[config.mk]
export PLATFORM = sky130hd
export DESIGN_NAME = cap_sequencer
export DESIGN_NICKNAME = d
export VERILOG_FILES = /design/src/sv/cap_pkg.sv /design/src/sv/cap_sequencer.sv
export SDC_FILE = /design/constraint.sdc
export NUM_CORES = 1
export LEC_CHECK = 0
export BUFFER_PORTS_ARGS = -buffer_cell sky130_fd_sc_hd__buf_4
export CAP_MARGIN = 20
export CORE_MARGIN = 2
export CORE_UTILIZATION = 37
export DETAILED_ROUTE_END_ITERATION = 6
export SLEW_MARGIN = 20
export SYNTH_ARGS = -nofsm -noshare
export SYNTH_HDL_FRONTEND = slang
export SYNTH_SLANG_ARGS = --single-unit
[constraint.sdc]
create_clock -name aclk -period 7 [get_ports aclk]
set_input_delay 0.35 -clock aclk [delete_from_list [all_inputs] [get_ports aclk]]
set_output_delay 0.35 -clock aclk [all_outputs]
set_load 0.01 [all_outputs]
[src/sv/cap_pkg.sv]
// shared types, constants, microcode program and helpers for the cascaded angle/rate pid
package cap_pkg;

    // configuration register indexes
    localparam logic [2:0] CFG_OUTER_KP    = 3'd0;
    localparam logic [2:0] CFG_OUTER_KI    = 3'd1;
    localparam logic [2:0] CFG_OUTER_KD    = 3'd2;
    localparam logic [2:0] CFG_INNER_KP    = 3'd3;
    localparam logic [2:0] CFG_INNER_KI    = 3'd4;
    localparam logic [2:0] CFG_INNER_KD    = 3'd5;
    localparam logic [2:0] CFG_TICK_PERIOD = 3'd6;
    localparam logic [2:0] CFG_TICK_RATE   = 3'd7;

    localparam logic [16:0] TICK_PERIOD_RST = 17'd262;
    localparam logic [31:0] TICK_RATE_RST   = 32'd16384000;

    // fixed-point constants
    localparam logic signed [12:0] RC_CENTRE      = 13'sd1500;
    localparam logic signed [31:0] Q_ONE_TENTH    = 32'sd6554;
    localparam logic [31:0]        IIR_OLD_W      = 32'd19661;
    localparam logic [31:0]        IIR_NEW_W      = 32'd45875;
    localparam logic signed [32:0] INTEGRAL_LIMIT = 33'sd32768000;
    localparam logic signed [64:0] ROUND_HALF     = 65'sd32768;

    // micro-operations
    localparam logic [3:0] OP_NOP      = 4'd0;
    localparam logic [3:0] OP_JNC      = 4'd1;  // jump when clear flag is low
    localparam logic [3:0] OP_CLR      = 4'd2;
    localparam logic [3:0] OP_SUBS     = 4'd3;  // saturating a - b
    localparam logic [3:0] OP_MUL      = 4'd4;  // product register = a * gain
    localparam logic [3:0] OP_HOLD     = 4'd5;  // accumulator = product register
    localparam logic [3:0] OP_RND      = 4'd6;  // round and saturate the product
    localparam logic [3:0] OP_RNDA     = 4'd7;  // round and saturate product + accumulator
    localparam logic [3:0] OP_ADDCLAMP = 4'd8;  // integral add with +-500 clamp
    localparam logic [3:0] OP_MOV      = 4'd9;
    localparam logic [3:0] OP_HADD     = 4'd10; // floor((a + b + 1) / 2)
    localparam logic [3:0] OP_WADD     = 4'd11; // wide sum register = a + b
    localparam logic [3:0] OP_WSUBS    = 4'd12; // saturating wide sum - b

    // register file slots
    localparam int unsigned RF_DEPTH = 16;
    localparam logic [3:0] RF_OINT  = 4'd0;
    localparam logic [3:0] RF_OFILT = 4'd1;
    localparam logic [3:0] RF_IINT  = 4'd2;
    localparam logic [3:0] RF_IFILT = 4'd3;
    localparam logic [3:0] RF_PREV  = 4'd4;
    localparam logic [3:0] RF_ERR   = 4'd5;
    localparam logic [3:0] RF_P     = 4'd6;
    localparam logic [3:0] RF_I     = 4'd7;
    localparam logic [3:0] RF_D     = 4'd8;
    localparam logic [3:0] RF_T     = 4'd9;

    // operand sources: top bit set selects a non-file source
    localparam logic [4:0] SRC_OINT  = {1'b0, RF_OINT};
    localparam logic [4:0] SRC_OFILT = {1'b0, RF_OFILT};
    localparam logic [4:0] SRC_IINT  = {1'b0, RF_IINT};
    localparam logic [4:0] SRC_IFILT = {1'b0, RF_IFILT};
    localparam logic [4:0] SRC_PREV  = {1'b0, RF_PREV};
    localparam logic [4:0] SRC_ERR   = {1'b0, RF_ERR};
    localparam logic [4:0] SRC_P     = {1'b0, RF_P};
    localparam logic [4:0] SRC_I     = {1'b0, RF_I};
    localparam logic [4:0] SRC_D     = {1'b0, RF_D};
    localparam logic [4:0] SRC_T     = {1'b0, RF_T};
    localparam logic [4:0] SRC_GYRO  = 5'd16;
    localparam logic [4:0] SRC_ANGLE = 5'd17;
    localparam logic [4:0] SRC_SP    = 5'd18;
    localparam logic [4:0] SRC_RSP   = 5'd19;

    // gain selects for the multiplier
    localparam logic [3:0] G_OKP  = 4'd0;
    localparam logic [3:0] G_OKI  = 4'd1;
    localparam logic [3:0] G_OKD  = 4'd2;
    localparam logic [3:0] G_IKP  = 4'd3;
    localparam logic [3:0] G_IKI  = 4'd4;
    localparam logic [3:0] G_IKD  = 4'd5;
    localparam logic [3:0] G_PER  = 4'd6;
    localparam logic [3:0] G_RATE = 4'd7;
    localparam logic [3:0] G_WOLD = 4'd8;
    localparam logic [3:0] G_WNEW = 4'd9;

    localparam int unsigned   STEP_W     = 6;
    localparam logic [5:0]    PROG_LEN   = 6'd36;
    localparam logic [5:0]    STEP_OUTER = 6'd3;

    typedef struct packed {
        logic [3:0] op;
        logic [3:0] dst;
        logic [4:0] src_a;
        logic [4:0] src_b;
        logic [3:0] gsel;
        logic       ld_rsp;
        logic       last;
        logic [5:0] target;
    } cap_cw_t;

    typedef struct packed {
        cap_cw_t cw;
        logic    fetch;
        logic    exec;
    } cap_ctl_t;

    typedef struct packed {
        logic [31:0] outer_kp;
        logic [31:0] outer_ki;
        logic [31:0] outer_kd;
        logic [31:0] inner_kp;
        logic [31:0] inner_ki;
        logic [31:0] inner_kd;
        logic [16:0] tick_period;
        logic [31:0] tick_rate;
    } cap_gains_t;

    typedef struct packed {
        logic signed [31:0] gyro;
        logic signed [31:0] angle;
        logic signed [31:0] sp;
    } cap_inputs_t;

    function automatic logic signed [31:0] cap_sat32(input logic signed [65:0] v);
        logic signed [31:0] r;
        if (v > 66'sd2147483647) begin
            r = 32'sh7fffffff;
        end else if (v < -66'sd2147483648) begin
            r = 32'sh80000000;
        end else begin
            r = v[31:0];
        end
        return r;
    endfunction

    function automatic cap_cw_t mk(input logic [3:0] op, input logic [3:0] dst,
                                   input logic [4:0] a, input logic [4:0] b,
                                   input logic [3:0] g, input logic ldr,
                                   input logic lst, input logic [5:0] tgt);
        cap_cw_t w;
        w.op     = op;
        w.dst    = dst;
        w.src_a  = a;
        w.src_b  = b;
        w.gsel   = g;
        w.ld_rsp = ldr;
        w.last   = lst;
        w.target = tgt;
        return w;
    endfunction

    // control store: one word per step
    function automatic cap_cw_t cap_ucode(input logic [5:0] step);
        cap_cw_t w;
        case (step)
            // optional integrator clear
            6'd0:  w = mk(OP_JNC,      RF_T,     SRC_T,     SRC_T,   G_OKP,  1'b0, 1'b0, STEP_OUTER);
            6'd1:  w = mk(OP_CLR,      RF_OINT,  SRC_T,     SRC_T,   G_OKP,  1'b0, 1'b0, 6'd0);
            6'd2:  w = mk(OP_CLR,      RF_IINT,  SRC_T,     SRC_T,   G_OKP,  1'b0, 1'b0, 6'd0);
            // outer angle loop
            6'd3:  w = mk(OP_SUBS,     RF_ERR,   SRC_SP,    SRC_ANGLE, G_OKP, 1'b0, 1'b0, 6'd0);
            6'd4:  w = mk(OP_MUL,      RF_T,     SRC_ERR,   SRC_T,   G_OKP,  1'b0, 1'b0, 6'd0);
            6'd5:  w = mk(OP_RND,      RF_P,     SRC_T,     SRC_T,   G_OKP,  1'b0, 1'b0, 6'd0);
            6'd6:  w = mk(OP_MUL,      RF_T,     SRC_ERR,   SRC_T,   G_PER,  1'b0, 1'b0, 6'd0);
            6'd7:  w = mk(OP_RND,      RF_T,     SRC_T,     SRC_T,   G_OKP,  1'b0, 1'b0, 6'd0);
            6'd8:  w = mk(OP_ADDCLAMP, RF_OINT,  SRC_OINT,  SRC_T,   G_OKP,  1'b0, 1'b0, 6'd0);
            6'd9:  w = mk(OP_MUL,      RF_T,     SRC_OINT,  SRC_T,   G_OKI,  1'b0, 1'b0, 6'd0);
            6'd10: w = mk(OP_RND,      RF_I,     SRC_T,     SRC_T,   G_OKP,  1'b0, 1'b0, 6'd0);
            6'd11: w = mk(OP_MUL,      RF_T,     SRC_OFILT, SRC_T,   G_WOLD, 1'b0, 1'b0, 6'd0);
            6'd12: w = mk(OP_HOLD,     RF_T,     SRC_T,     SRC_T,   G_OKP,  1'b0, 1'b0, 6'd0);
            6'd13: w = mk(OP_MUL,      RF_T,     SRC_GYRO,  SRC_T,   G_WNEW, 1'b0, 1'b0, 6'd0);
            6'd14: w = mk(OP_RNDA,     RF_OFILT, SRC_T,     SRC_T,   G_OKP,  1'b0, 1'b0, 6'd0);
            6'd15: w = mk(OP_MUL,      RF_T,     SRC_OFILT, SRC_T,   G_OKD,  1'b0, 1'b0, 6'd0);
            6'd16: w = mk(OP_RND,      RF_D,     SRC_T,     SRC_T,   G_OKP,  1'b0, 1'b0, 6'd0);
            6'd17: w = mk(OP_WADD,     RF_T,     SRC_P,     SRC_I,   G_OKP,  1'b0, 1'b0, 6'd0);
            6'd18: w = mk(OP_WSUBS,    RF_T,     SRC_T,     SRC_D,   G_OKP,  1'b1, 1'b0, 6'd0);
            // inner rate loop
            6'd19: w = mk(OP_SUBS,     RF_ERR,   SRC_RSP,   SRC_GYRO, G_OKP, 1'b0, 1'b0, 6'd0);
            6'd20: w = mk(OP_MUL,      RF_T,     SRC_ERR,   SRC_T,   G_IKP,  1'b0, 1'b0, 6'd0);
            6'd21: w = mk(OP_RND,      RF_P,     SRC_T,     SRC_T,   G_OKP,  1'b0, 1'b0, 6'd0);
            6'd22: w = mk(OP_MUL,      RF_T,     SRC_ERR,   SRC_T,   G_PER,  1'b0, 1'b0, 6'd0);
            6'd23: w = mk(OP_RND,      RF_T,     SRC_T,     SRC_T,   G_OKP,  1'b0, 1'b0, 6'd0);
            6'd24: w = mk(OP_ADDCLAMP, RF_IINT,  SRC_IINT,  SRC_T,   G_OKP,  1'b0, 1'b0, 6'd0);
            6'd25: w = mk(OP_MUL,      RF_T,     SRC_IINT,  SRC_T,   G_IKI,  1'b0, 1'b0, 6'd0);
            6'd26: w = mk(OP_RND,      RF_I,     SRC_T,     SRC_T,   G_OKP,  1'b0, 1'b0, 6'd0);
            6'd27: w = mk(OP_SUBS,     RF_T,     SRC_GYRO,  SRC_PREV, G_OKP, 1'b0, 1'b0, 6'd0);
            6'd28: w = mk(OP_MUL,      RF_T,     SRC_T,     SRC_T,   G_RATE, 1'b0, 1'b0, 6'd0);
            6'd29: w = mk(OP_RND,      RF_T,     SRC_T,     SRC_T,   G_OKP,  1'b0, 1'b0, 6'd0);
            6'd30: w = mk(OP_MOV,      RF_PREV,  SRC_GYRO,  SRC_T,   G_OKP,  1'b0, 1'b0, 6'd0);
            6'd31: w = mk(OP_HADD,     RF_IFILT, SRC_IFILT, SRC_T,   G_OKP,  1'b0, 1'b0, 6'd0);
            6'd32: w = mk(OP_MUL,      RF_T,     SRC_IFILT, SRC_T,   G_IKD,  1'b0, 1'b0, 6'd0);
            6'd33: w = mk(OP_RND,      RF_D,     SRC_T,     SRC_T,   G_OKP,  1'b0, 1'b0, 6'd0);
            6'd34: w = mk(OP_WADD,     RF_T,     SRC_P,     SRC_I,   G_OKP,  1'b0, 1'b0, 6'd0);
            6'd35: w = mk(OP_WSUBS,    RF_T,     SRC_T,     SRC_D,   G_OKP,  1'b0, 1'b1, 6'd0);
            default: w = mk(OP_NOP,    RF_T,     SRC_T,     SRC_T,   G_OKP,  1'b0, 1'b1, 6'd0);
        endcase
        return w;
    endfunction

endpackage

[src/sv/cap_sequencer.sv]
// step counter, control store lookup and two-phase fetch/execute control
module cap_sequencer (
    input  logic              aclk,
    input  logic              aresetn,
    input  logic              start,
    input  logic              clear_flag,
    input  logic              out_free,
    output logic              busy,
    output logic              done,
    output cap_pkg::cap_ctl_t ctl
);

    localparam logic [1:0] ST_IDLE  = 2'd0;
    localparam logic [1:0] ST_FETCH = 2'd1;
    localparam logic [1:0] ST_EXEC  = 2'd2;

    logic [1:0]                   state_reg, state_next;
    logic [cap_pkg::STEP_W-1:0]   step_reg, step_next;
    cap_pkg::cap_cw_t             cw;
    logic                         stall;

    assign cw    = cap_pkg::cap_ucode(step_reg);
    assign stall = cw.last && !out_free;

    // phase control and step advance
    always_comb begin
        state_next = state_reg;
        step_next  = step_reg;
        done       = 1'b0;
        ctl.cw     = cw;
        ctl.fetch  = 1'b0;
        ctl.exec   = 1'b0;
        unique case (state_reg)
            ST_IDLE: begin
                if (start) begin
                    state_next = ST_FETCH;
                    step_next  = '0;
                end
            end
            ST_FETCH: begin
                ctl.fetch  = 1'b1;
                state_next = ST_EXEC;
            end
            ST_EXEC: begin
                if (!stall) begin
                    ctl.exec = 1'b1;
                    if (cw.last) begin
                        done       = 1'b1;
                        state_next = ST_IDLE;
                    end else begin
                        state_next = ST_FETCH;
                        if (cw.op == cap_pkg::OP_JNC && !clear_flag) begin
                            step_next = cw.target;
                        end else begin
                            step_next = step_reg + 1'b1;
                        end
                    end
                end
            end
            default: begin
                state_next = ST_IDLE;
            end
        endcase
    end

    always_ff @(posedge aclk) begin
        if (!aresetn) begin
            state_reg <= ST_IDLE;
            step_reg  <= '0;
        end else begin
            state_reg <= state_next;
            step_reg  <= step_next;
        end
    end

    assign busy = (state_reg != ST_IDLE);

    a_step_in_program: assert property (@(posedge aclk) disable iff (!aresetn)
        busy |-> step_reg < cap_pkg::PROG_LEN)
        else $error("step counter left the program");

    a_done_on_last: assert property (@(posedge aclk) disable iff (!aresetn)
        done |-> (ctl.exec && cw.last && state_reg == ST_EXEC))
        else $error("done without executing the last step");

    a_start_at_zero: assert property (@(posedge aclk) disable iff (!aresetn)
        (state_reg == ST_IDLE && start) |=> (state_reg == ST_FETCH && step_reg == '0))
        else $error("program did not start at step zero");

    a_stall_holds: assert property (@(posedge aclk) disable iff (!aresetn)
        (state_reg == ST_EXEC && stall) |=> (state_reg == ST_EXEC && $stable(step_reg)))
        else $error("last step moved while the output was full");

endmodule

# Yosys cells after proc, flatten, opt, wreduce, memory -nomap -nowiden
# Memory sizes are Yosys's and may differ from the RTL's. A register that Yosys moved wholly into a read port is not among the register bits.
# Cells that the tools add are included.
[totals]
romBits = 1664
memories = 1
wordCells = 36
register_bits = 8
output_inout_bits = 34
input_bits = 5
[memory_table]
columns = ["name", "words", "width", "read_ports", "rd_ports_with_merged_regs", "write_ports", "line_no", "text"]
rows = [
  ["(name not given)", 64, 26, 1, 1, 0, "cap_pkg.sv:150", "case (step)"],
]
[op_classes]
n_addsub = 1
n_reduce_logical = 9
muxes = 17
eq_ne = 6
[ops]
columns = ["operator", "count"]
rows = [
  ["two-way mux 6 bit", 6],
  ["one-hot mux 6 bit (2 select lines)", 1],
  ["two-way mux 1 bit", 7],
  ["adder 6 x 1 -> 6 bit (second input constant)", 1],
  ["inequality test 2 bit (second input constant)", 3],
  ["one-hot mux 2 bit (3 select lines)", 1],
  ["equality test 4 x 1 -> 1 bit (second input constant)", 1],
  ["two-way mux 2 bit", 2],
  ["AND reduction 4 bit", 1],
  ["nonzero test 2 bit", 2],
  ["equality test 2 x 1 -> 1 bit (second input constant)", 1],
  ["equality test 2 bit (second input constant)", 1],
  ["logical AND 1 bit", 2],
  ["zero test 1 bit", 2],
  ["zero test 2 bit", 1],
  ["AND reduction 2 bit", 1],
]

# Logic depth before layout (Yosys ltp)
[logic_depth]
word_depth = 8
ltp_mapped = 12

# Worst setup path before layout
# Ideal clock, no wire load.
[synth_path]
path_type = "input port to flip-flop"
startpoint = "in clear_flag"
endpoint = "reg cw[20] (netlist name)"
required_ns = 6.930
stages = 11
path_slack_ns = 4.103
setup_time_ns = 0.070
t_arrival_ns = 2.828
cell_sequence = "or4b_1 buf_2 o32ai_1 a31oi_2 nand2_1 inv_1 ha_1 or4_1 o21ai_1 a311oi_1 a21oi_1"
[synth_between]
elab_chain_cells = 8
[synth_rtl]
columns = ["element", "line_no", "text"]
rows = [
  ["from (decl)", "cap_sequencer.sv:6", "input logic clear_flag,"],
  ["zero test 1 bit", "cap_sequencer.sv:52", "if (cw.op == cap_pkg::OP_JNC && !clear_flag) begin"],
  ["logical AND 1 bit", "cap_sequencer.sv:52", ""],
  ["two-way mux 6 bit", "cap_sequencer.sv:52", ""],
  ["two-way mux 6 bit", "cap_sequencer.sv:47", "if (cw.last) begin"],
  ["two-way mux 6 bit", "cap_sequencer.sv:45", "if (!stall) begin"],
  ["one-hot mux 6 bit (2 select lines)", "cap_sequencer.sv:33", "unique case (state_reg)"],
  ["two-way mux 6 bit (no line) (2 in a row)", "-", ""],
]
# Every way passes these cells. The select of a mux whose other input is x is not followed.
# A chain may end at the register's enable or synchronous reset.

# Worst setup path in the final report
[layout_path]
startpoint = "reg cw[28] (netlist name)"
endpoint = "reg cw[26] (netlist name)"
[layout_between]
elab_chain_cells = 8
[layout_rtl]
columns = ["element", "line_no"]
rows = [
  ["equality test 4 x 1 -> 1 bit", "cap_sequencer.sv:52"],
  ["logical AND 1 bit", "cap_sequencer.sv:52"],
  ["two-way mux 6 bit", "cap_sequencer.sv:52"],
  ["two-way mux 6 bit", "cap_sequencer.sv:47"],
  ["two-way mux 6 bit", "cap_sequencer.sv:45"],
  ["one-hot mux 6 bit (2 select lines)", "cap_sequencer.sv:33"],
  ["two-way mux 6 bit (no line) (2 in a row)", "-"],
]
# Every way passes these cells. The select of a mux whose other input is x is not followed.

==> impl_metrics.yaml <==
run_status:
  status: "completed"
sta:
  period_share_pct: 50.6
  rsz0062_at_grt: "false"
  setup_ws_ns: 3.46
  fin_tns_setup_ns: 0
  finalSetupViolCount: 0
  fin_skew_ns: 0.00646
  hold_violations: 0
  maxSlewViolCount: 0
  timing.hold.ws_ns: 0.403
  timing.fmax_mhz: 282
  finalCriticalPeriod_ns: 3.54
  worst_slew_pin_slew_ns: 1.08
  max_slew_margin_pct: 27.8
cts:
  cts_tree: "yes"
  clk-insertion-delay-late_ns: 0.29
  clk_pin_slew_ns: 0.07
  cts_resized: 0
  clockBufferDepth: 2
  cts_sinks: 33
  cts.htree.levels: 2
  hold_buffers: 0
  postCtsSetupBuffers: 0
  numCtsBuffers: 5
  clk_root_buffer_cell: "clkbuf_8"
grt:
  grt_pass1_wl_um: 11100
  grt_max_degree: 26
  grtUsageTotal_pct: 22.3
  grt_pass1_vias: 2082
  gr-total-overflow: 0
  antenna_found_initial: 0
setup_path:
  cpMaxStageDelayCell: "nor4b_1"
  crit_required_ns: 7.21
  critPathMaxStageDelay_ns: 0.64
  path_class: "reg -> reg"
  cp-start-kind: "flip-flop"
  worst-path-max-fanout: 10
  cp.arrival_ns: 3.75
  crit_chain: "nor4b_1 > nand4_1 > a31oi_2 > nand2_1 > inv_1 > ha_1 > nand2_1 > a31oi_1 > a31oi_1 > o211ai_1"
  crit_path_end_kind: "flip-flop"
routing:
  vias: 2369
  drt-initial-drc-count: 218
  drt_first_pass_iters: 6
  drt_wl_total_um: 6990
  wl_per_cell_um: 18.0
  vias_per_cell: 6.09
  drcViolationCount: 0
  ant_nets: 0
power:
  leakage_nw: 1.05
  ir_worst_vdd_mv: 0.0747
  p_per_area_nw_per_um2: 150
finish:
  drive_above_1_share_pct: 15.0
  area_delta_synth_final_pct: 15.9
  nets: 331
  layout_commonest_cell: "buf_4"
  fill_cells: 601
  antenna_cells: 0
  final_cell_mix: "buf_4 (38), dfxtp_1 (33), nand2_1 (30)"
  fin_area_um2: 2580
  largest_reg_flops: 25
yosys:
  synth-main-ff-cell: "dfxtp_1"
  yosysSeqAreaShare_pct: 29.7
  synth_edf_count: 0
  synth_area_leader_cell: "dfxtp_1"
  avgSynthCellArea_um2: 7.74
  postSynthCellCount: 287
  synth_area_leaders: "dfxtp_1 (30%), ha_1 (7.3%), nand2_1 (5.1%)"
  synth_top_cell_area_share_pct: 29.7
  synth_area_um2: 2220
  ys_ff_latch: 33
  ys_types: 59
  yosys_warnings: 0
  async_reset_ff_share_pct: 0
floorplan:
  dieArea_um2: 6640
  rows: 28
  die_height_um: 81.5
  io_pins: 39
  die_w_um: 81.5
  coreArea_um2: 5850
  initial_core_util_pct: 38.0
placement:
  pre_cts_slack_ns: 3.44
  hpwl_um: 4830
  gp_congestion: 0.921
  placed_area_um2: 2500
  portBuffers: 34
run:
  maxCapViolCount: 0
hold_path:
  hold_class: "in -> reg"
==> stage by stage <==
stage | util, % | total power, W | instances
2_1_floorplan | - | 0.000234 | 290
3_3_place_gp | 42.7 | 0.000249 | 381
3_5_place_dp | 42.7 | 0.000249 | 381
4_1_cts | 44.0 | 0.000389 | 389
5_1_grt | 44.0 | 0.000403 | 389
6_report | 44.0 | 0.000385 | 389
==> layout make-up <==
class / instances / area, um^2 / share of cell area, %
multi-input cells: 217 / 1390 / 53.9
flip-flops and latches: 33 / 661 / 25.6
repair buffers: 38 / 285 / 11.1
well taps: 75 / 93.8 / 3.64
clock buffers: 8 / 80.1 / 3.11
inverters: 18 / 67.6 / 2.62
==> final timing paths <==
path,from,end,slack (ns),cells after the start
max,cw[28],cw[26],3.46,10
min,out_free,state_reg[1],0.40,4
max reg2reg,cw[28],cw[26],3.46,10
min reg2reg,cw[6],state_reg[1],0.61,2
==> worst max-delay path, delay by kind of cell, from the launching register on <==
| kind | cells | cell delay, ns |
|---|---|---|
| buffers and inverters | 1 | 0.28 |
| AND/OR/NAND/NOR | 4 | 1.28 |
| adder cells (fa/ha/maj) | 1 | 0.45 |
| flip-flops | 1 | 0.32 |
| AO/OA/AOI/OAI | 4 | 1.12 |
==> kinds of logic after synthesis <==
family          after synthesis  synth area share [%]
simple gates                 96                  20.8
compound gates               98                  31.1
buf+inv                      40                  8.28
flops                        33                  29.7
fa+ha+maj                    13                  7.32
mux                           3                  1.35
xor+xnor                      3                  1.18
other cells                   1                 0.169
==> cell usage after synthesis (2+ instances only) <==
| cell | number |
|---|---|
| a211o_1 | 2 |
| inv_1 | 16 |
| xnor2_1 | 3 |
| nor3_1 | 7 |
| buf_2 | 9 |
| o22ai_1 | 5 |
| o21ai_1 | 4 |
| nand2b_1 | 3 |
| o31ai_1 | 5 |
| clkbuf_1 | 6 |
| o21ai_0 | 15 |
| a21o_1 | 3 |
| mux2i_1 | 3 |
| clkinv_1 | 2 |
| ha_1 | 13 |
| a31oi_1 | 5 |
| and3_1 | 5 |
| o211ai_1 | 8 |
| nand2_1 | 30 |
| nor3b_1 | 3 |
| o2bb2ai_1 | 2 |
| dfxtp_1 | 33 |
| or2_2 | 2 |
| nand3_1 | 8 |
| and2_1 | 2 |
| o211a_1 | 2 |
| nor2_1 | 24 |
| buf_4 | 6 |
| o2111ai_1 | 4 |
| a21oi_1 | 13 |
| a211oi_1 | 6 |
| nand4_1 | 3 |
| o21a_1 | 3 |
| o41ai_1 | 2 |
| nor2b_1 | 2 |
| a311oi_1 | 2 |
| o221ai_1 | 2 |
| a21boi_0 | 3 |
==> power by group <==
| group | total, W | switching [W] | internal [W] |
|---|---|---|---|
| Combinational | 0.0000510 | 0.0000315 | 0.0000195 |
| Sequential | 0.000195 | 0.00000352 | 0.000192 |
| Clock | 0.000139 | 0.0000689 | 0.0000706 |
| Total | 0.000385 | 0.000104 | 0.000282 |
==> per-layer routing <==
layer	up-vias	GRT usage, %	share of wire, %
met2	128	31.6	44
met1	1121	31.8	44
met3	21	5.16	9.4
met4	0	10.3	2.3
met5	-	0	0
li1	1099	-	-
No activity file was read; power rests on OpenSTA's default activity.
