**src/sv/cap_pkg.sv**
```systemverilog
// shared types, constants, microcode program and helpers for the cascaded angle/rate pid
package cap_pkg;

    // configuration register indexes
    localparam logic [2:0] CFG_OUTER_KP    = 3'd0;
    localparam logic [2:0] CFG_OUTER_KI    = 3'd1;
    localparam logic [2:0] CFG_OUTER_KD    = 3'd2;
    localparam logic [2:0] CFG_INNER_KP    = 3'd3;
    localparam logic [2:0] CFG_INNER_KI    = 3'd4;
    localparam logic [2:0] CFG_INNER_KD    = 3'd5;
    localparam logic [2:0] CFG_TICK_PERIOD = 3'd6;
    localparam logic [2:0] CFG_TICK_RATE   = 3'd7;

    localparam logic [16:0] TICK_PERIOD_RST = 17'd262;
    localparam logic [31:0] TICK_RATE_RST   = 32'd16384000;

    // fixed-point constants
    localparam logic signed [12:0] RC_CENTRE      = 13'sd1500;
    localparam logic signed [31:0] Q_ONE_TENTH    = 32'sd6554;
    localparam logic [31:0]        IIR_OLD_W      = 32'd19661;
    localparam logic [31:0]        IIR_NEW_W      = 32'd45875;
    localparam logic signed [32:0] INTEGRAL_LIMIT = 33'sd32768000;
    localparam logic signed [64:0] ROUND_HALF     = 65'sd32768;

    // micro-operations
    localparam logic [3:0] OP_NOP      = 4'd0;
    localparam logic [3:0] OP_JNC      = 4'd1;  // jump when clear flag is low
    localparam logic [3:0] OP_CLR      = 4'd2;
    localparam logic [3:0] OP_SUBS     = 4'd3;  // saturating a - b
    localparam logic [3:0] OP_MUL      = 4'd4;  // product register = a * gain
    localparam logic [3:0] OP_HOLD     = 4'd5;  // accumulator = product register
    localparam logic [3:0] OP_RND      = 4'd6;  // round and saturate the product
    localparam logic [3:0] OP_RNDA     = 4'd7;  // round and saturate product + accumulator
    localparam logic [3:0] OP_ADDCLAMP = 4'd8;  // integral add with +-500 clamp
    localparam logic [3:0] OP_MOV      = 4'd9;
    localparam logic [3:0] OP_HADD     = 4'd10; // floor((a + b + 1) / 2)
    localparam logic [3:0] OP_WADD     = 4'd11; // wide sum register = a + b
    localparam logic [3:0] OP_WSUBS    = 4'd12; // saturating wide sum - b

    // register file slots
    localparam int unsigned RF_DEPTH = 16;
    localparam logic [3:0] RF_OINT  = 4'd0;
    localparam logic [3:0] RF_OFILT = 4'd1;
    localparam logic [3:0] RF_IINT  = 4'd2;
    localparam logic [3:0] RF_IFILT = 4'd3;
    localparam logic [3:0] RF_PREV  = 4'd4;
    localparam logic [3:0] RF_ERR   = 4'd5;
    localparam logic [3:0] RF_P     = 4'd6;
    localparam logic [3:0] RF_I     = 4'd7;
    localparam logic [3:0] RF_D     = 4'd8;
    localparam logic [3:0] RF_T     = 4'd9;

    // operand sources: top bit set selects a non-file source
    localparam logic [4:0] SRC_OINT  = {1'b0, RF_OINT};
    localparam logic [4:0] SRC_OFILT = {1'b0, RF_OFILT};
    localparam logic [4:0] SRC_IINT  = {1'b0, RF_IINT};
    localparam logic [4:0] SRC_IFILT = {1'b0, RF_IFILT};
    localparam logic [4:0] SRC_PREV  = {1'b0, RF_PREV};
    localparam logic [4:0] SRC_ERR   = {1'b0, RF_ERR};
    localparam logic [4:0] SRC_P     = {1'b0, RF_P};
    localparam logic [4:0] SRC_I     = {1'b0, RF_I};
    localparam logic [4:0] SRC_D     = {1'b0, RF_D};
    localparam logic [4:0] SRC_T     = {1'b0, RF_T};
    localparam logic [4:0] SRC_GYRO  = 5'd16;
    localparam logic [4:0] SRC_ANGLE = 5'd17;
    localparam logic [4:0] SRC_SP    = 5'd18;
    localparam logic [4:0] SRC_RSP   = 5'd19;

    // gain selects for the multiplier
    localparam logic [3:0] G_OKP  = 4'd0;
    localparam logic [3:0] G_OKI  = 4'd1;
    localparam logic [3:0] G_OKD  = 4'd2;
    localparam logic [3:0] G_IKP  = 4'd3;
    localparam logic [3:0] G_IKI  = 4'd4;
    localparam logic [3:0] G_IKD  = 4'd5;
    localparam logic [3:0] G_PER  = 4'd6;
    localparam logic [3:0] G_RATE = 4'd7;
    localparam logic [3:0] G_WOLD = 4'd8;
    localparam logic [3:0] G_WNEW = 4'd9;

    localparam int unsigned   STEP_W     = 6;
    localparam logic [5:0]    PROG_LEN   = 6'd36;
    localparam logic [5:0]    STEP_OUTER = 6'd3;

    typedef struct packed {
        logic [3:0] op;
        logic [3:0] dst;
        logic [4:0] src_a;
        logic [4:0] src_b;
        logic [3:0] gsel;
        logic       ld_rsp;
        logic       last;
        logic [5:0] target;
    } cap_cw_t;

    typedef struct packed {
        cap_cw_t cw;
        logic    fetch;
        logic    exec;
    } cap_ctl_t;

    typedef struct packed {
        logic [31:0] outer_kp;
        logic [31:0] outer_ki;
        logic [31:0] outer_kd;
        logic [31:0] inner_kp;
        logic [31:0] inner_ki;
        logic [31:0] inner_kd;
        logic [16:0] tick_period;
        logic [31:0] tick_rate;
    } cap_gains_t;

    typedef struct packed {
        logic signed [31:0] gyro;
        logic signed [31:0] angle;
        logic signed [31:0] sp;
    } cap_inputs_t;

    function automatic logic signed [31:0] cap_sat32(input logic signed [65:0] v);
        logic signed [31:0] r;
        if (v > 66'sd2147483647) begin
            r = 32'sh7fffffff;
        end else if (v < -66'sd2147483648) begin
            r = 32'sh80000000;
        end else begin
            r = v[31:0];
        end
        return r;
    endfunction

    function automatic cap_cw_t mk(input logic [3:0] op, input logic [3:0] dst,
                                   input logic [4:0] a, input logic [4:0] b,
                                   input logic [3:0] g, input logic ldr,
                                   input logic lst, input logic [5:0] tgt);
        cap_cw_t w;
        w.op     = op;
        w.dst    = dst;
        w.src_a  = a;
        w.src_b  = b;
        w.gsel   = g;
        w.ld_rsp = ldr;
        w.last   = lst;
        w.target = tgt;
        return w;
    endfunction

    // control store: one word per step
    function automatic cap_cw_t cap_ucode(input logic [5:0] step);
        cap_cw_t w;
        case (step)
            // optional integrator clear
            6'd0:  w = mk(OP_JNC,      RF_T,     SRC_T,     SRC_T,   G_OKP,  1'b0, 1'b0, STEP_OUTER);
            6'd1:  w = mk(OP_CLR,      RF_OINT,  SRC_T,     SRC_T,   G_OKP,  1'b0, 1'b0, 6'd0);
            6'd2:  w = mk(OP_CLR,      RF_IINT,  SRC_T,     SRC_T,   G_OKP,  1'b0, 1'b0, 6'd0);
            // outer angle loop
            6'd3:  w = mk(OP_SUBS,     RF_ERR,   SRC_SP,    SRC_ANGLE, G_OKP, 1'b0, 1'b0, 6'd0);
            6'd4:  w = mk(OP_MUL,      RF_T,     SRC_ERR,   SRC_T,   G_OKP,  1'b0, 1'b0, 6'd0);
            6'd5:  w = mk(OP_RND,      RF_P,     SRC_T,     SRC_T,   G_OKP,  1'b0, 1'b0, 6'd0);
            6'd6:  w = mk(OP_MUL,      RF_T,     SRC_ERR,   SRC_T,   G_PER,  1'b0, 1'b0, 6'd0);
            6'd7:  w = mk(OP_RND,      RF_T,     SRC_T,     SRC_T,   G_OKP,  1'b0, 1'b0, 6'd0);
            6'd8:  w = mk(OP_ADDCLAMP, RF_OINT,  SRC_OINT,  SRC_T,   G_OKP,  1'b0, 1'b0, 6'd0);
            6'd9:  w = mk(OP_MUL,      RF_T,     SRC_OINT,  SRC_T,   G_OKI,  1'b0, 1'b0, 6'd0);
            6'd10: w = mk(OP_RND,      RF_I,     SRC_T,     SRC_T,   G_OKP,  1'b0, 1'b0, 6'd0);
            6'd11: w = mk(OP_MUL,      RF_T,     SRC_OFILT, SRC_T,   G_WOLD, 1'b0, 1'b0, 6'd0);
            6'd12: w = mk(OP_HOLD,     RF_T,     SRC_T,     SRC_T,   G_OKP,  1'b0, 1'b0, 6'd0);
            6'd13: w = mk(OP_MUL,      RF_T,     SRC_GYRO,  SRC_T,   G_WNEW, 1'b0, 1'b0, 6'd0);
            6'd14: w = mk(OP_RNDA,     RF_OFILT, SRC_T,     SRC_T,   G_OKP,  1'b0, 1'b0, 6'd0);
            6'd15: w = mk(OP_MUL,      RF_T,     SRC_OFILT, SRC_T,   G_OKD,  1'b0, 1'b0, 6'd0);
            6'd16: w = mk(OP_RND,      RF_D,     SRC_T,     SRC_T,   G_OKP,  1'b0, 1'b0, 6'd0);
            6'd17: w = mk(OP_WADD,     RF_T,     SRC_P,     SRC_I,   G_OKP,  1'b0, 1'b0, 6'd0);
            6'd18: w = mk(OP_WSUBS,    RF_T,     SRC_T,     SRC_D,   G_OKP,  1'b1, 1'b0, 6'd0);
            // inner rate loop
            6'd19: w = mk(OP_SUBS,     RF_ERR,   SRC_RSP,   SRC_GYRO, G_OKP, 1'b0, 1'b0, 6'd0);
            6'd20: w = mk(OP_MUL,      RF_T,     SRC_ERR,   SRC_T,   G_IKP,  1'b0, 1'b0, 6'd0);
            6'd21: w = mk(OP_RND,      RF_P,     SRC_T,     SRC_T,   G_OKP,  1'b0, 1'b0, 6'd0);
            6'd22: w = mk(OP_MUL,      RF_T,     SRC_ERR,   SRC_T,   G_PER,  1'b0, 1'b0, 6'd0);
            6'd23: w = mk(OP_RND,      RF_T,     SRC_T,     SRC_T,   G_OKP,  1'b0, 1'b0, 6'd0);
            6'd24: w = mk(OP_ADDCLAMP, RF_IINT,  SRC_IINT,  SRC_T,   G_OKP,  1'b0, 1'b0, 6'd0);
            6'd25: w = mk(OP_MUL,      RF_T,     SRC_IINT,  SRC_T,   G_IKI,  1'b0, 1'b0, 6'd0);
            6'd26: w = mk(OP_RND,      RF_I,     SRC_T,     SRC_T,   G_OKP,  1'b0, 1'b0, 6'd0);
            6'd27: w = mk(OP_SUBS,     RF_T,     SRC_GYRO,  SRC_PREV, G_OKP, 1'b0, 1'b0, 6'd0);
            6'd28: w = mk(OP_MUL,      RF_T,     SRC_T,     SRC_T,   G_RATE, 1'b0, 1'b0, 6'd0);
            6'd29: w = mk(OP_RND,      RF_T,     SRC_T,     SRC_T,   G_OKP,  1'b0, 1'b0, 6'd0);
            6'd30: w = mk(OP_MOV,      RF_PREV,  SRC_GYRO,  SRC_T,   G_OKP,  1'b0, 1'b0, 6'd0);
            6'd31: w = mk(OP_HADD,     RF_IFILT, SRC_IFILT, SRC_T,   G_OKP,  1'b0, 1'b0, 6'd0);
            6'd32: w = mk(OP_MUL,      RF_T,     SRC_IFILT, SRC_T,   G_IKD,  1'b0, 1'b0, 6'd0);
            6'd33: w = mk(OP_RND,      RF_D,     SRC_T,     SRC_T,   G_OKP,  1'b0, 1'b0, 6'd0);
            6'd34: w = mk(OP_WADD,     RF_T,     SRC_P,     SRC_I,   G_OKP,  1'b0, 1'b0, 6'd0);
            6'd35: w = mk(OP_WSUBS,    RF_T,     SRC_T,     SRC_D,   G_OKP,  1'b0, 1'b1, 6'd0);
            default: w = mk(OP_NOP,    RF_T,     SRC_T,     SRC_T,   G_OKP,  1'b0, 1'b1, 6'd0);
        endcase
        return w;
    endfunction

endpackage

```
**src/sv/cap_datapath.sv**
```systemverilog
// register file, shared multiplier and saturating alu driven by the control word
module cap_datapath (
    input  logic                      aclk,
    input  logic                      aresetn,
    input  cap_pkg::cap_ctl_t         ctl,
    input  cap_pkg::cap_gains_t       gains,
    input  cap_pkg::cap_inputs_t      ins,
    output logic signed [31:0]        result,
    output logic signed [31:0]        rsp
);

    logic signed [31:0]             rf_mem [cap_pkg::RF_DEPTH];
    logic [cap_pkg::RF_DEPTH-1:0]   rf_valid_reg;

    logic signed [31:0] opa_reg, opb_reg;
    logic signed [31:0] ext_a, ext_b;
    logic signed [63:0] prod_reg, acc_reg;
    logic signed [32:0] w_reg;
    logic signed [31:0] rsp_reg;

    logic [31:0]        gain;
    logic signed [32:0] opa33, g33;
    logic signed [64:0] mul_full;
    logic signed [32:0] sum33, diff33, clamp33;
    logic signed [33:0] half34, wdiff34;
    logic signed [64:0] rnd_sum, rnd_sh;
    logic               wr_en;

    // non-file operand sources
    always_comb begin
        unique case (ctl.cw.src_a)
            cap_pkg::SRC_GYRO:  ext_a = ins.gyro;
            cap_pkg::SRC_ANGLE: ext_a = ins.angle;
            cap_pkg::SRC_SP:    ext_a = ins.sp;
            cap_pkg::SRC_RSP:   ext_a = rsp_reg;
            default:            ext_a = '0;
        endcase
        unique case (ctl.cw.src_b)
            cap_pkg::SRC_GYRO:  ext_b = ins.gyro;
            cap_pkg::SRC_ANGLE: ext_b = ins.angle;
            cap_pkg::SRC_SP:    ext_b = ins.sp;
            cap_pkg::SRC_RSP:   ext_b = rsp_reg;
            default:            ext_b = '0;
        endcase
    end

    // operand fetch with registered file read; unwritten state reads as zero
    always_ff @(posedge aclk) begin
        if (ctl.fetch) begin
            if (ctl.cw.src_a[4]) begin
                opa_reg <= ext_a;
            end else if (rf_valid_reg[ctl.cw.src_a[3:0]]) begin
                opa_reg <= rf_mem[ctl.cw.src_a[3:0]];
            end else begin
                opa_reg <= '0;
            end
            if (ctl.cw.src_b[4]) begin
                opb_reg <= ext_b;
            end else if (rf_valid_reg[ctl.cw.src_b[3:0]]) begin
                opb_reg <= rf_mem[ctl.cw.src_b[3:0]];
            end else begin
                opb_reg <= '0;
            end
        end
    end

    // gain select
    always_comb begin
        unique case (ctl.cw.gsel)
            cap_pkg::G_OKP:  gain = gains.outer_kp;
            cap_pkg::G_OKI:  gain = gains.outer_ki;
            cap_pkg::G_OKD:  gain = gains.outer_kd;
            cap_pkg::G_IKP:  gain = gains.inner_kp;
            cap_pkg::G_IKI:  gain = gains.inner_ki;
            cap_pkg::G_IKD:  gain = gains.inner_kd;
            cap_pkg::G_PER:  gain = 32'(gains.tick_period);
            cap_pkg::G_RATE: gain = gains.tick_rate;
            cap_pkg::G_WOLD: gain = cap_pkg::IIR_OLD_W;
            cap_pkg::G_WNEW: gain = cap_pkg::IIR_NEW_W;
            default:         gain = '0;
        endcase
    end

    // signed value times unsigned gain
    assign opa33    = 33'(opa_reg);
    assign g33      = $signed({1'b0, gain});
    assign mul_full = opa33 * g33;

    // alu paths
    assign sum33   = 33'(opa_reg) + 33'(opb_reg);
    assign diff33  = 33'(opa_reg) - 33'(opb_reg);
    assign half34  = (34'(opa_reg) + 34'(opb_reg) + 34'sd1) >>> 1;
    assign wdiff34 = 34'(w_reg) - 34'(opb_reg);
    assign rnd_sum = 65'(prod_reg)
                   + ((ctl.cw.op == cap_pkg::OP_RNDA) ? 65'(acc_reg) : 65'sd0)
                   + cap_pkg::ROUND_HALF;
    assign rnd_sh  = rnd_sum >>> 16;

    always_comb begin
        if (sum33 > cap_pkg::INTEGRAL_LIMIT) begin
            clamp33 = cap_pkg::INTEGRAL_LIMIT;
        end else if (sum33 < -cap_pkg::INTEGRAL_LIMIT) begin
            clamp33 = -cap_pkg::INTEGRAL_LIMIT;
        end else begin
            clamp33 = sum33;
        end
    end

    // result select
    always_comb begin
        result = '0;
        wr_en  = 1'b0;
        unique case (ctl.cw.op) inside
            cap_pkg::OP_CLR: begin
                wr_en = 1'b1;
            end
            cap_pkg::OP_SUBS: begin
                result = cap_pkg::cap_sat32(66'(diff33));
                wr_en  = 1'b1;
            end
            cap_pkg::OP_RND, cap_pkg::OP_RNDA: begin
                result = cap_pkg::cap_sat32(66'(rnd_sh));
                wr_en  = 1'b1;
            end
            cap_pkg::OP_ADDCLAMP: begin
                result = clamp33[31:0];
                wr_en  = 1'b1;
            end
            cap_pkg::OP_MOV: begin
                result = opa_reg;
                wr_en  = 1'b1;
            end
            cap_pkg::OP_HADD: begin
                result = half34[31:0];
                wr_en  = 1'b1;
            end
            cap_pkg::OP_WSUBS: begin
                result = cap_pkg::cap_sat32(66'(wdiff34));
                wr_en  = 1'b1;
            end
            default: begin
                result = '0;
                wr_en  = 1'b0;
            end
        endcase
    end

    // register file write
    always_ff @(posedge aclk) begin
        if (ctl.exec && wr_en) begin
            rf_mem[ctl.cw.dst] <= result;
        end
    end

    always_ff @(posedge aclk) begin
        if (!aresetn) begin
            rf_valid_reg <= '0;
        end else if (ctl.exec && wr_en) begin
            rf_valid_reg[ctl.cw.dst] <= 1'b1;
        end
    end

    // product, accumulator, wide sum and rate setpoint registers
    always_ff @(posedge aclk) begin
        if (ctl.exec) begin
            if (ctl.cw.op == cap_pkg::OP_MUL) begin
                prod_reg <= mul_full[63:0];
            end
            if (ctl.cw.op == cap_pkg::OP_HOLD) begin
                acc_reg <= prod_reg;
            end
            if (ctl.cw.op == cap_pkg::OP_WADD) begin
                w_reg <= sum33;
            end
            if (ctl.cw.ld_rsp) begin
                rsp_reg <= result;
            end
        end
    end

    assign rsp = rsp_reg;

endmodule

```
**config.mk**
```make
export PLATFORM = sky130hd
export DESIGN_NAME = cap_datapath
export DESIGN_NICKNAME = d
export VERILOG_FILES = /design/src/sv/cap_pkg.sv /design/src/sv/cap_datapath.sv
export SDC_FILE = /design/constraint.sdc
export NUM_CORES = 2
export LEC_CHECK = 0
export BUFFER_PORTS_ARGS = -buffer_cell sky130_fd_sc_hd__buf_2
export CORE_ASPECT_RATIO = 0.7
export CORE_MARGIN = 1
export CORE_UTILIZATION = 52
export CTS_BUF_LIST = sky130_fd_sc_hd__clkbuf_2 sky130_fd_sc_hd__clkbuf_4 sky130_fd_sc_hd__clkbuf_8
export CTS_CLUSTER_SIZE = 20
export DETAILED_ROUTE_END_ITERATION = 8
export GPL_ROUTABILITY_DRIVEN = 1
export GPL_TIMING_DRIVEN = 0
export PLACE_DENSITY_LB_ADDON = 0.15
export SLEW_MARGIN = 20
export SYNTH_ARGS = -nofsm -noshare
export SYNTH_HDL_FRONTEND = slang
export SYNTH_SLANG_ARGS = --single-unit
export TNS_END_PERCENT = 5
```
**constraint.sdc**
```tcl
create_clock -name aclk -period 9.55 [get_ports aclk]
set_input_delay 0.4775 -clock aclk [delete_from_list [all_inputs] [get_ports aclk]]
set_output_delay 0.4775 -clock aclk [all_outputs]
set_load 0.005 [all_outputs]
```
== Yosys cells after proc, flatten, opt, wreduce, memory -nomap -nowiden ==
Memories as Yosys holds them, arrays and structs flattened.
Cells that the tools add are included.
Operators by class
  add/sub/neg operators: 7
  multipliers: 1
  magnitude comparators: 12
  equality and inequality tests: 28
  muxes and demuxes: 26
  bitwise gates (word level): 1
  reductions and logical operators: 9
Operators by type and width (count)
  32-bit 2-to-1 mux: 12
  32-bit one-hot mux with 10 select lines: 1
  32-bit one-hot mux with 4 select lines: 2
  32-bit one-hot mux with 6 select lines: 1
  32-bit by 32-bit adder with 33-bit output: 2
  64-bit by 65-bit adder with 65-bit output: 1
  65-bit by 17-bit adder with 65-bit output (second input constant): 1
  65-bit 2-to-1 mux: 1
  32-bit by 33-bit multiplier with 64-bit output: 1
  49-bit by 32-bit > comparator with 1-bit output (second input constant): 1
  49-bit by 32-bit less-than comparator with 1-bit output (second input constant): 1
  5-bit equality test (second input constant): 8
  34-bit by 32-bit > comparator with 1-bit output (second input constant): 1
  34-bit by 32-bit less-than comparator with 1-bit output (second input constant): 1
  33-bit by 32-bit subtractor with 34-bit output: 1
  33-bit by 2-bit adder with 33-bit output (second input constant): 1
  33-bit by 26-bit > comparator with 1-bit output (second input constant): 1
  33-bit by 32-bit > comparator with 1-bit output (second input constant): 1
  33-bit by 26-bit less-than comparator with 1-bit output (second input constant): 1
  33-bit by 32-bit less-than comparator with 1-bit output (second input constant): 1
  32-bit by 32-bit subtractor with 33-bit output: 1
  4-bit by 3-bit equality test with 1-bit output (second input constant): 8
  4-bit equality test (second input constant): 7
  4-bit by 2-bit equality test with 1-bit output (second input constant): 4
  other kinds (12): 24
Word-level totals
  bits in registers: 273
  memory bits (writable): 512
  bits of input ports: 371
  output and inout bits: 64
  logic and storage cells: 92
  memories kept: 1
Memories
  rf_mem: words 16, width 32, rd ports 2, clocked after memory_dff 0, wr ports 1, line cap_datapath.sv:12  | logic signed [31:0] rf_mem [cap_pkg::RF_DEPTH];

== Depth between registers and ports, before layout ==
  depth after elaboration: 8
  mapped depth: 41
  gate-level depth less buffers: 37

== Least setup slack after synthesis ==
Ideal clock, no wire load.
  kind: input port to flip-flop
  from: in ctl[12] (netlist bit)
  to: reg prod_reg[61], data pin
  data arrival time: 9.564 ns
  data required time: 9.285 ns
  slack: -0.279 ns
  stages: 36
  path buffers: 5
  path through: or2_2 -> clkbuf_1 -> nor2_1 -> clkbuf_1 -> clkbuf_1 -> a22oi_1 -> nand3_1 -> clkbuf_1 -> and2_1 -> fa_1 -> fa_1 -> inv_1 -> fa_1 -> fa_1 -> inv_1 -> fa_1 -> fa_1 -> fa_1 -> inv_1 -> fa_1 -> inv_1 -> ha_1 -> clkbuf_1 -> a21oi_1 -> o21ai_0 -> nand2b_1 -> o31ai_1 -> nand4_1 -> a2111o_1 -> a21bo_2 -> a311o_1 -> a21oi_1 -> a21oi_1 -> a21oi_1 -> nor4b_1 -> or3_1
On the way
  word-level cells in the longest chain between the ends: 3
  elaborated cells between the ends (all ways): 12
Ends and longest elaborated chain
  start, declared: line cap_datapath.sv:5  | input cap_pkg::cap_ctl_t ctl,
  4-bit equality test (tied with other cells): line cap_datapath.sv:69  | unique case (ctl.cw.gsel)
  32-bit one-hot mux with 10 select lines *: line cap_datapath.sv:69
  32-bit by 33-bit multiplier with 64-bit output *: line cap_datapath.sv:87  | assign mul_full = opa33 * g33;
  net mul_full[61]: line cap_datapath.sv:23  | logic signed [64:0] mul_full;
  end signal, assigned: line cap_datapath.sv:167  | prod_reg <= mul_full[63:0];
  end, declared: line cap_datapath.sv:17  | logic signed [63:0] prod_reg, acc_reg;
Mark *: on every way through the listed nets, which the timed path passes. The rest lies on a longest branch.
A chain may end at the register's enable or synchronous reset.

== Worst setup path in the final report ==
  from: reg opa_reg[22]
  to: reg prod_reg[62], data pin
On the way
  word-level cells in the longest chain between the ends: 1
Ends and longest elaborated chain
  start, declared: line cap_datapath.sv:15  | logic signed [31:0] opa_reg, opb_reg;
  start signal, assigned: line cap_datapath.sv:51  | opa_reg <= ext_a;
  start signal, assigned: line cap_datapath.sv:53  | opa_reg <= rf_mem[ctl.cw.src_a[3:0]];
  32-bit by 33-bit multiplier with 64-bit output: line cap_datapath.sv:87
  net mul_full[62]: line cap_datapath.sv:23
The timed path passes the listed nets, and every way through them passes these cells.

==> results.py <==
metrics = {
    "status": {
        "status": "complete, but fails checks",
        "violations": "setup timing",
    },
    "logic_synthesis": {
        "synthesis.nets": 9212,
        "syn_area_sq_um": 81690,
        "synth_edf_count": 769,
        "yosysSeqAreaShare_pct": 28.66,
        "ys_types": 98,
        "synth_area_per_cell_sq_um": 11.00,
        "syn_inst": 7426,
        "async_flop_share_pct": 0,
        "synth_seq_cells": 785,
        "synth_top_flop_cell": "edfxtp_1",
        "yosys_warnings": 0,
    },
    "pwr": {
        "ir_drop_mv": 0.7171,
        "p_leak_nw": 40.04,
        "p_per_area_nw_per_um2": 291.4,
    },
    "detailed_routing": {
        "wl_per_cell_um": 32.84,
        "totalWireLength_um": 339600,
        "num_vias": 67320,
        "vias_per_cell": 6.510,
        "route.detailed.drc": 0,
        "ant_nets": 0,
        "drt_pass1_iterations": 7,
        "drt_iter0_markers": 11030,
    },
    "global_route": {
        "antenna_found_initial": 44,
        "grt_pass1_wl_um": 475200,
        "grt_max_degree": 65,
        "first_global_vias": 64690,
        "track_usage_pct": 42.82,
        "grt_overflow": 0,
    },
    "timing": {
        "fin_crit_ns": 9.834,
        "slew_violations": 0,
        "whs_ns": 0.05549,
        "slew-limit-headroom_pct": 9.436,
        "tightest_slew_ns": 1.353,
        "final.setup.worst_slack_ns": -0.2835,
        "clock_skew_ns": 0.07203,
        "hold_violations": 0,
        "setup-tns-final_ns": -0.9607,
        "period_share_pct": 103.0,
        "rsz0062_at_grt": "yes",
        "setup_viol": 10,
        "fmax_mhz": 101.7,
    },
    "min_path": {
        "hold_depth": 3,
        "min-delay-start": "ins[6]",
        "hold_end": "opa_reg[6]",
        "min_path_type": "input pin to flop",
    },
    "finish": {
        "mostFrequentLayoutCell": "inv_1",
        "largest_reg_flops": 512,
        "layout_common_cells": "1055 x inv_1, 884 x fa_1, 769 x edfxtp_1, 689 x nand2_1, 588 x and2_1",
        "final_area_sq_um": 92400,
        "area.growth.synth_to_final_pct": 13.12,
        "final_layout_size_suffix_gt1_share_pct": 17.77,
        "fill_cells": 13140,
        "nets": 9909,
    },
    "floorplan": {
        "core-area_sq_um": 155800,
        "design.portCount": 435,
        "die_y_um": 333.6,
        "die_w_um": 475.7,
        "die-area_sq_um": 158700,
        "initial_core_util_pct": 52.44,
        "rows": 121,
    },
    "place": {
        "dpl-instance-area_sq_um": 87720,
        "gp_congestion": 1.107,
        "place.port_buffers": 417,
        "dp_hpwl_um": 273800,
    },
    "critical_path": {
        "worstSetupPathType": "flop to flop",
        "worst_r2r_startpoint": "opa_reg[22]",
        "reg2reg_slack_ns": -0.28,
        "start_kind": "flop",
        "endpoint_kind": "flop",
        "path_delay_family": "adder cells",
        "crit_path_frequent_cell": "fa_1",
        "crit_arrival_ns": 10.43,
        "r2r-end": "prod_reg[62]",
        "cp_max_fo": 10,
        "worst-path-buf-inv": 3,
        "reg2reg_depth": 26,
        "cp.required_ns": 10.15,
        "slowest_stage": "edfxtp_1",
        "critPathLaunch": "opa_reg[22]",
        "critical_path.max_stage_delay_ns": 0.91,
    },
    "cts": {
        "clock_latency_ns": 0.88,
        "root_buffer": "clkbuf_8",
        "cts.sinks": 785,
        "cts_buffer_depth": 3,
        "cts.clk_slew.worst_paths_ns": 0.07,
        "cts_tree": "done",
        "cts_made_buffers": 113,
        "htree_levels": 3,
    },
    "job": {
        "cap_violations": 0,
    },
}
[worst max path at each step]
stage                               to  slack, ns  depth (start not counted)
final                     prod_reg[62]      -0.28                         26
after global routing      prod_reg[62]      -0.35                         36
after CTS                 prod_reg[61]       0.01                         36
after detailed placement  prod_reg[61]      -3.71                         36
after global placement    prod_reg[61]      -3.71                         36
after floorplan           prod_reg[61]      0.005                         35
[routing by layer]
metal / GRT usage (%) / part of all wire, %
met5: 0 / 0.039
met2: 51.35 / 36
met3: 24.95 / 20
met1: 63.59 / 41
met4: 11.68 / 3.3
[final cells by class]
type                       count  area, sq um  share of cell area, %
inverter                    1067         4029                  4.360
buffer                       416         2341                  2.533
timing repair buffer         588         4143                  4.483
multi-input combinational   5152        53350                  57.73
clock buffer                 143         1805                  1.954
tap                         2091         2616                  2.831
clock inverter                64        624.3                 0.6757
antenna                       35        87.58                0.09478
sequential                   785        23410                  25.34
[Yosys cell counts, types with 19 or more instances]
library cell  count  area, sq um
inv_1          1062         3986
fa_1            901        18040
edfxtp_1        769        23090
nand2_1         691         2594
and2_1          589         3685
ha_1            514         6431
clkbuf_1        345         1295
mux4_2          330         7432
nor2_1          267         1002
a21oi_1         260         1301
xnor2_1         159         1393
o21ai_0         155        775.7
mux2i_1         147         1471
nand2b_1        100        625.6
a21o_1           92        690.7
nand3_1          87        435.4
o221ai_1         69        604.3
nor3_1           62        310.3
nand4_1          58        362.9
xor2_1           53        464.2
a22oi_1          50        375.4
buf_1            44        165.2
o21a_1           42        315.3
nor2b_1          40        250.2
o21bai_1         33        247.7
o211ai_1         31        232.7
a221oi_1         28        245.2
a222oi_1         27        270.3
buf_2            27        135.1
nor4_1           27        168.9
o31ai_1          27        202.7
a211oi_1         21        157.7
a22o_1           19        166.4
[cell families (layout without fill, tap and decap cells)]
family          Yosys count  count (layout)  synth area share (%)
flops                   785             785                 28.66
mux                     482             482                 10.97
simple gates           2039            2039                 12.72
compound gates         1004            1004                 8.504
fa+ha+maj              1415            1415                 29.95
xor+xnor                212             212                 2.273
buf+inv                1489            2278                 6.925
other cells               0              35                     0
[timing repair]
item                       4_1_cts  5_1_grt
hold endpoints to repair        12        0
gates cloned                     2        0
setup endpoints to repair       46       34
pin swaps                       28       44
resized for setup              291       95
hold buffers                    11        0
buffers inserted                56       26
[report_power, final]
group	internal (W)	total (W)	leakage, nW	switching (W)
logic	0.00738	0.0192	31.5	0.0118
registers	0.00461	0.00472	7.23	0.000115
clock network	0.00151	0.00299	1.27	0.00148
total	0.0135	0.0269	40.0	0.0134
[tightest hold or removal path, stage by stage]
cell,delay (ns)
buf_2,0.08
mux2i_1,0.06
o221ai_1,0.18
[through the flow]
step / util (%) / setup slack (ns) / total power, W / instances
after floorplan: - / 0.005234 / 0.01548 / 7426
after global placement: 55.49 / -3.709 / 0.02157 / 9934
after detailed placement: 56.31 / -3.710 / 0.02141 / 10010
after CTS: 58.91 / 0.01061 / 0.02575 / 10280
after global routing: 59.27 / -0.3504 / 0.02841 / 10310
final: 59.32 / -0.2835 / 0.02692 / 10340
Power figures use the tool's default switching activity.
